[src/rtl/vpp_pkg.sv]
// shared types and constants for the vertex perspective projection block
package vpp_pkg;

   localparam int FRAC_BITS_DEFAULT   = 16;
   localparam int COORD_WIDTH_DEFAULT = 32;
   localparam int FIELD_W             = 32;
   localparam int PIXEL_W             = 16;
   localparam int VIEWPORT_W          = 12;
   localparam int CSR_INDEX_W         = 3;

   localparam int LANES  = 3;
   localparam int LANE_X = 0;
   localparam int LANE_Y = 1;
   localparam int LANE_Z = 2;

   localparam logic [VIEWPORT_W-1:0] VIEWPORT_WIDTH_RESET  = VIEWPORT_W'(320);
   localparam logic [VIEWPORT_W-1:0] VIEWPORT_HEIGHT_RESET = VIEWPORT_W'(200);

   typedef logic signed [FIELD_W-1:0] field_type;

   typedef enum logic [CSR_INDEX_W-1:0] {
      CSR_X_SCALE,
      CSR_Y_SCALE,
      CSR_Y_FROM_DEPTH,
      CSR_DEPTH_FROM_X,
      CSR_DEPTH_SCALE,
      CSR_DEPTH_OFFSET,
      CSR_VIEWPORT_WIDTH,
      CSR_VIEWPORT_HEIGHT
   } csr_index_type;

   typedef struct packed {
      field_type x_scale;
      field_type y_scale;
      field_type y_from_depth;
      field_type depth_from_x;
      field_type depth_scale;
      field_type depth_offset;
   } matrix_type;

   // travels alongside each vertex through the pipeline
   typedef struct packed {
      logic      valid;
      logic      w_zero;
      field_type w;
   } vtx_side_type;

endpackage

[src/rtl/vpp_viewport.sv]
// viewport scale stage and pixel truncate/saturate output register
module vpp_viewport import vpp_pkg::*; #(
   parameter int FRAC_BITS   = FRAC_BITS_DEFAULT,
   parameter int COORD_WIDTH = COORD_WIDTH_DEFAULT
) (
   input  logic                          clock,
   input  logic                          reset,
   input  logic                          advance,
   input  vtx_side_type                  side_in,
   input  logic signed [COORD_WIDTH-1:0] quot_in [LANES],
   input  logic [VIEWPORT_W-1:0]         viewport_width,
   input  logic [VIEWPORT_W-1:0]         viewport_height,
   output vtx_side_type                  side_out,
   output logic signed [PIXEL_W-1:0]     pixel_x,
   output logic signed [PIXEL_W-1:0]     pixel_y,
   output field_type                     depth_out
);

   localparam int ADD_W   = ((COORD_WIDTH > FRAC_BITS + 1) ? COORD_WIDTH : FRAC_BITS + 1) + 1;
   localparam int MUL_W   = ADD_W + VIEWPORT_W + 1;
   localparam int DEPTH_W = (ADD_W > FIELD_W) ? ADD_W : FIELD_W;
   localparam logic signed [ADD_W-1:0] ONE = ADD_W'(1) <<< FRAC_BITS;
   localparam logic signed [MUL_W-1:0] TRUNC_BIAS = (MUL_W'(1) <<< (FRAC_BITS + 1)) - MUL_W'(1);
   localparam logic signed [MUL_W-1:0] PIX_MAX = (MUL_W'(1) <<< (PIXEL_W - 1)) - MUL_W'(1);
   localparam logic signed [MUL_W-1:0] PIX_MIN = -PIX_MAX - MUL_W'(1);
   localparam logic signed [DEPTH_W-1:0] DEPTH_MAX =
      (DEPTH_W'(1) <<< (FIELD_W - 1)) - DEPTH_W'(1);
   localparam logic signed [DEPTH_W-1:0] DEPTH_MIN = -DEPTH_MAX - DEPTH_W'(1);

   function automatic logic signed [PIXEL_W-1:0] sat_pixel(input logic signed [MUL_W-1:0] v);
      logic signed [PIXEL_W-1:0] r;
      if (v > PIX_MAX) begin
         r = PIX_MAX[PIXEL_W-1:0];
      end else if (v < PIX_MIN) begin
         r = PIX_MIN[PIXEL_W-1:0];
      end else begin
         r = v[PIXEL_W-1:0];
      end
      return r;
   endfunction

   // scale stage
   logic signed [ADD_W-1:0]   ndc_x, ndc_y, ndc_z;
   logic signed [DEPTH_W-1:0] depth_wide;
   logic signed [MUL_W-1:0]   prod_x_in, prod_y_in, prod_x_ff, prod_y_ff;
   field_type                 depth_in, depth_ff;
   vtx_side_type              side_m_ff;

   always_comb begin
      ndc_x      = ADD_W'(quot_in[LANE_X]) + ONE;
      ndc_y      = ADD_W'(quot_in[LANE_Y]) + ONE;
      ndc_z      = ADD_W'(quot_in[LANE_Z]) + ONE;
      prod_x_in  = MUL_W'(ndc_x) * $signed({1'b0, viewport_width});
      prod_y_in  = MUL_W'(ndc_y) * $signed({1'b0, viewport_height});
      depth_wide = DEPTH_W'(ndc_z) >>> 1;
      if (depth_wide > DEPTH_MAX) begin
         depth_in = DEPTH_MAX[FIELD_W-1:0];
      end else if (depth_wide < DEPTH_MIN) begin
         depth_in = DEPTH_MIN[FIELD_W-1:0];
      end else begin
         depth_in = depth_wide[FIELD_W-1:0];
      end
   end

   always_ff @(posedge clock) begin
      if (reset) begin
         side_m_ff.valid <= 1'b0;
      end else if (advance) begin
         side_m_ff <= side_in;
      end
   end

   always_ff @(posedge clock) begin
      if (advance) begin
         prod_x_ff <= prod_x_in;
         prod_y_ff <= prod_y_in;
         depth_ff  <= depth_in;
      end
   end

   // output stage: divide by two ones toward zero, clamp to pixel range
   logic signed [MUL_W-1:0]   biased_x, biased_y;
   logic signed [PIXEL_W-1:0] pixel_x_in, pixel_y_in, pixel_x_ff, pixel_y_ff;
   field_type                 depth_out_ff;
   vtx_side_type              side_out_ff;

   always_comb begin
      biased_x   = prod_x_ff[MUL_W-1] ? prod_x_ff + TRUNC_BIAS : prod_x_ff;
      biased_y   = prod_y_ff[MUL_W-1] ? prod_y_ff + TRUNC_BIAS : prod_y_ff;
      pixel_x_in = sat_pixel(biased_x >>> (FRAC_BITS + 1));
      pixel_y_in = sat_pixel(biased_y >>> (FRAC_BITS + 1));
   end

   always_ff @(posedge clock) begin
      if (reset) begin
         side_out_ff.valid <= 1'b0;
      end else if (advance) begin
         side_out_ff <= side_m_ff;
      end
   end

   always_ff @(posedge clock) begin
      if (advance) begin
         pixel_x_ff   <= pixel_x_in;
         pixel_y_ff   <= pixel_y_in;
         depth_out_ff <= depth_ff;
      end
   end

   assign side_out  = side_out_ff;
   assign pixel_x   = pixel_x_ff;
   assign pixel_y   = pixel_y_ff;
   assign depth_out = depth_out_ff;

endmodule

[config.mk]
export PLATFORM = sky130hd
export DESIGN_NAME = vpp_viewport
export DESIGN_NICKNAME = d
export VERILOG_FILES = /design/src/rtl/vpp_pkg.sv /design/src/rtl/vpp_viewport.sv
export SDC_FILE = /design/constraint.sdc
export NUM_CORES = 2
export LEC_CHECK = 0
export ABC_AREA = 1
export CAP_MARGIN = 10
export CORE_MARGIN = 1.5
export CORE_UTILIZATION = 45
export DETAILED_ROUTE_END_ITERATION = 10
export DONT_BUFFER_PORTS = 1
export REMOVE_ABC_BUFFERS = 1
export SYNTH_ARGS = -nofsm -noshare
export SYNTH_HDL_FRONTEND = slang
export SYNTH_SLANG_ARGS = --single-unit
[constraint.sdc]
create_clock -name clock -period 14.7 [get_ports clock]
set_input_delay 0 -clock clock [delete_from_list [all_inputs] [get_ports clock]]
set_output_delay 0 -clock clock [all_outputs]
set_load 0.02 [all_outputs]
==> flow_summary.ini <==
[timing]
relSlewSlack_pct = 37.2
post-route-period-util_pct = 43.3
hold_violations = 0
grt_setup_unrepaired = false
fmax_ghz = 0.157
tns_ns = 0
maxSlewViolCount = 0
skew_ns = 0.0122
setup-violations-final = 0
worst_pin_slew_ns = 0.942
fin_crit_ns = 6.37

[logic_synthesis]
ys_seq_elements = 256
netlist_area_sq_um = 39800
synth_flop_cell = edfxtp_1
synth_warnings = 0
synthCells = 4817
postSynth.asyncResetShare_pct = 0
yosysSeqAreaShare_pct = 19.3
synth_most_common_cell = inv_1
ys_types = 55
synth_area_leaders = fa_1, edfxtp_1, inv_1
yosysTopAreaCell = fa_1
synthTopCellsByCount = inv_1, nand2_1, fa_1
yosysTopAreaCellShare_pct = 35.0
syn_area_per_cell_sq_um = 8.27
synth_edf_count = 254

[finish]
seq_area_sq_um = 7670
area.growth.synth_to_final_pct = 6.99
stdcell_count = 5980
fillers = 8502
drive_above_1_share_pct = 2.45
multi_input_area_sq_um = 26600
final_cell_area_sq_um = 42600
finalNetCount = 5864
antennaDiodeCount = 0

[placement]
gp_congestion = 0.930
placed_area_sq_um = 40700
io_buffers = 0
dp_cells = 5835
dp_hpwl_um = 80800

[global_routing]
antenna_found_initial = 1
track_usage_pct = 22.1
grt_max_degree = 189
grt_overflow_total = 0
grt_pass1_vias = 30600
grt_pass1_wl_um = 161000

[floorplan]
die_area_sq_um = 90300
ios = 255
start_util_pct = 45.7
die_w_um = 300
placementRows = 108
core_sq_um = 87200
die_y_um = 300

[detailed_routing]
firstDrtPassIters = 5
route.detailed.wl_per_inst_um = 16.3
first_iter_violations = 1861
drt-total-wl_um = 97200
ant_nets = 0
detail_route.vias_per_cell = 4.95
vias = 29600
drc = 0

[critical_path]
slowest_stage = fa_1
required_ns = 15.09
critPathBufInv = 7
critical_path_depth = 27
max_stage_delay_ns = 0.58
r2r_cells = 9
path_delay_family = adder cells
rrSetupSlack_ns = 12.10
arrival_ns = 6.75
critPathMaxFanout = 7
start_kind = input port
cp-end-kind = flop
cp_common_cell = inv_1
critical_path_class = in2reg

[cts]
clk_pin_slew_ns = 0.06
cts.htree.levels = 1
clkSinkCount = 256
clock_latency_ns = 0.55
clockBufferDepth = 3
ctsResizeCount = 0
cts_root_buf = clkbuf_16
tritoncts = yes
cts_buffers = 25
cts_setup_buffers = 0

[run_status]
status = finished, final reports clean

[worst_hold_path]
hp-class = in2reg
whs_path_depth = 5

[job]
maxCapViolCount = 0
-- kinds of logic after synthesis --
| family | after synthesis | share of synthesized area (%) |
|---|---|---|
| AOI/OAI and AO/OA | 260 | 3.69 |
| and+or+nand+nor | 1811 | 18.7 |
| adders and majority gates | 901 | 41.4 |
| buffers and inverters | 1452 | 13.8 |
| DFF | 256 | 19.3 |
| xor gates and xnor gates | 137 | 3.05 |
-- cells in the final DEF, fill, tap and decap left out, drive strengths merged, types with 89 or more instances in the layout --
| cell type | netlist | routed |
|---|---|---|
| fa | 696 | 696 |
| nor2 | 462 | 462 |
| a21oi | 113 | 113 |
| nand2 | 1099 | 1099 |
| nand3 | 128 | 128 |
| inv | 1311 | 1312 |
| xor2 | 89 | 89 |
| ha | 205 | 205 |
| dlygate4sd3 | 0 | 98 |
| edfxtp | 254 | 254 |
-- per-layer routing --
metal / global-route usage, % / part of all wire (%) / routed length (um)
met5: 0 / 0 / 0
met4: 3.31 / 1.3 / 1280
met3: 2.78 / 6.2 / 5990
met2: 36.2 / 46 / 44800
met1: 32.0 / 46 / 45200
-- worst reg2reg max path, delay by kind of cell, from the launching register on --
| family | cells | cell delay (ns) |
|---|---|---|
| AOI/OAI and AO/OA | 1 | 0.11 |
| buffers and inverters | 1 | 0.34 |
| DFF | 1 | 0.69 |
| and+or+nand+nor | 7 | 1.21 |
-- timing repair --
item	in CTS	in global routing
endpoints found under the hold margin	264	0
hold buffers	99	0
endpoints found under the setup margin	0	0
-- layout make-up --
type	instances	share of cell area, %
clock buffer	30	1.56
clock inverter	16	0.514
inverter	1313	11.6
multi-input combinational	3109	62.6
sequential	256	18.0
tap	1155	3.39
timing repair buffer	101	2.40
-- per-stage QoR --
step	util (%)	hold slack, ns	setup WS [ns]
6_report	48.9	0.0152	8.33
3_3_place_gp	46.7	0.0709	7.78
5_1_grt	48.9	0.0396	7.81
4_1_cts	48.9	0.00207	8.33
3_5_place_dp	46.7	0.0762	7.77
2_1_floorplan	-	0.0691	8.88
-- state kept, by name, summed over array words and instances (netlist names) --
register,flops
depth_ff,32
prod_x_ff,46
pixel_y,16
side_out,34
pixel_x,16
depth_out,32
side_m_ff,34
prod_y_ff,46
-- final timing paths --
path | start | to
setup / recovery | quot_in[48] | prod_y_ff[39]$_DFFE_PP_
hold / removal | viewport_height[1] | prod_y_ff[3]$_DFFE_PP_
setup reg to reg | prod_y_ff[45]$_DFFE_PP_ | pixel_y[13]$_SDFFCE_PN1P_
hold reg to reg | side_m_ff[23]$_DFFE_PP_ | side_out[23]$_DFFE_PP_
Power is not shown: default switching activity piles up to over one toggle a cycle in this logic, so the estimate is an artifact.
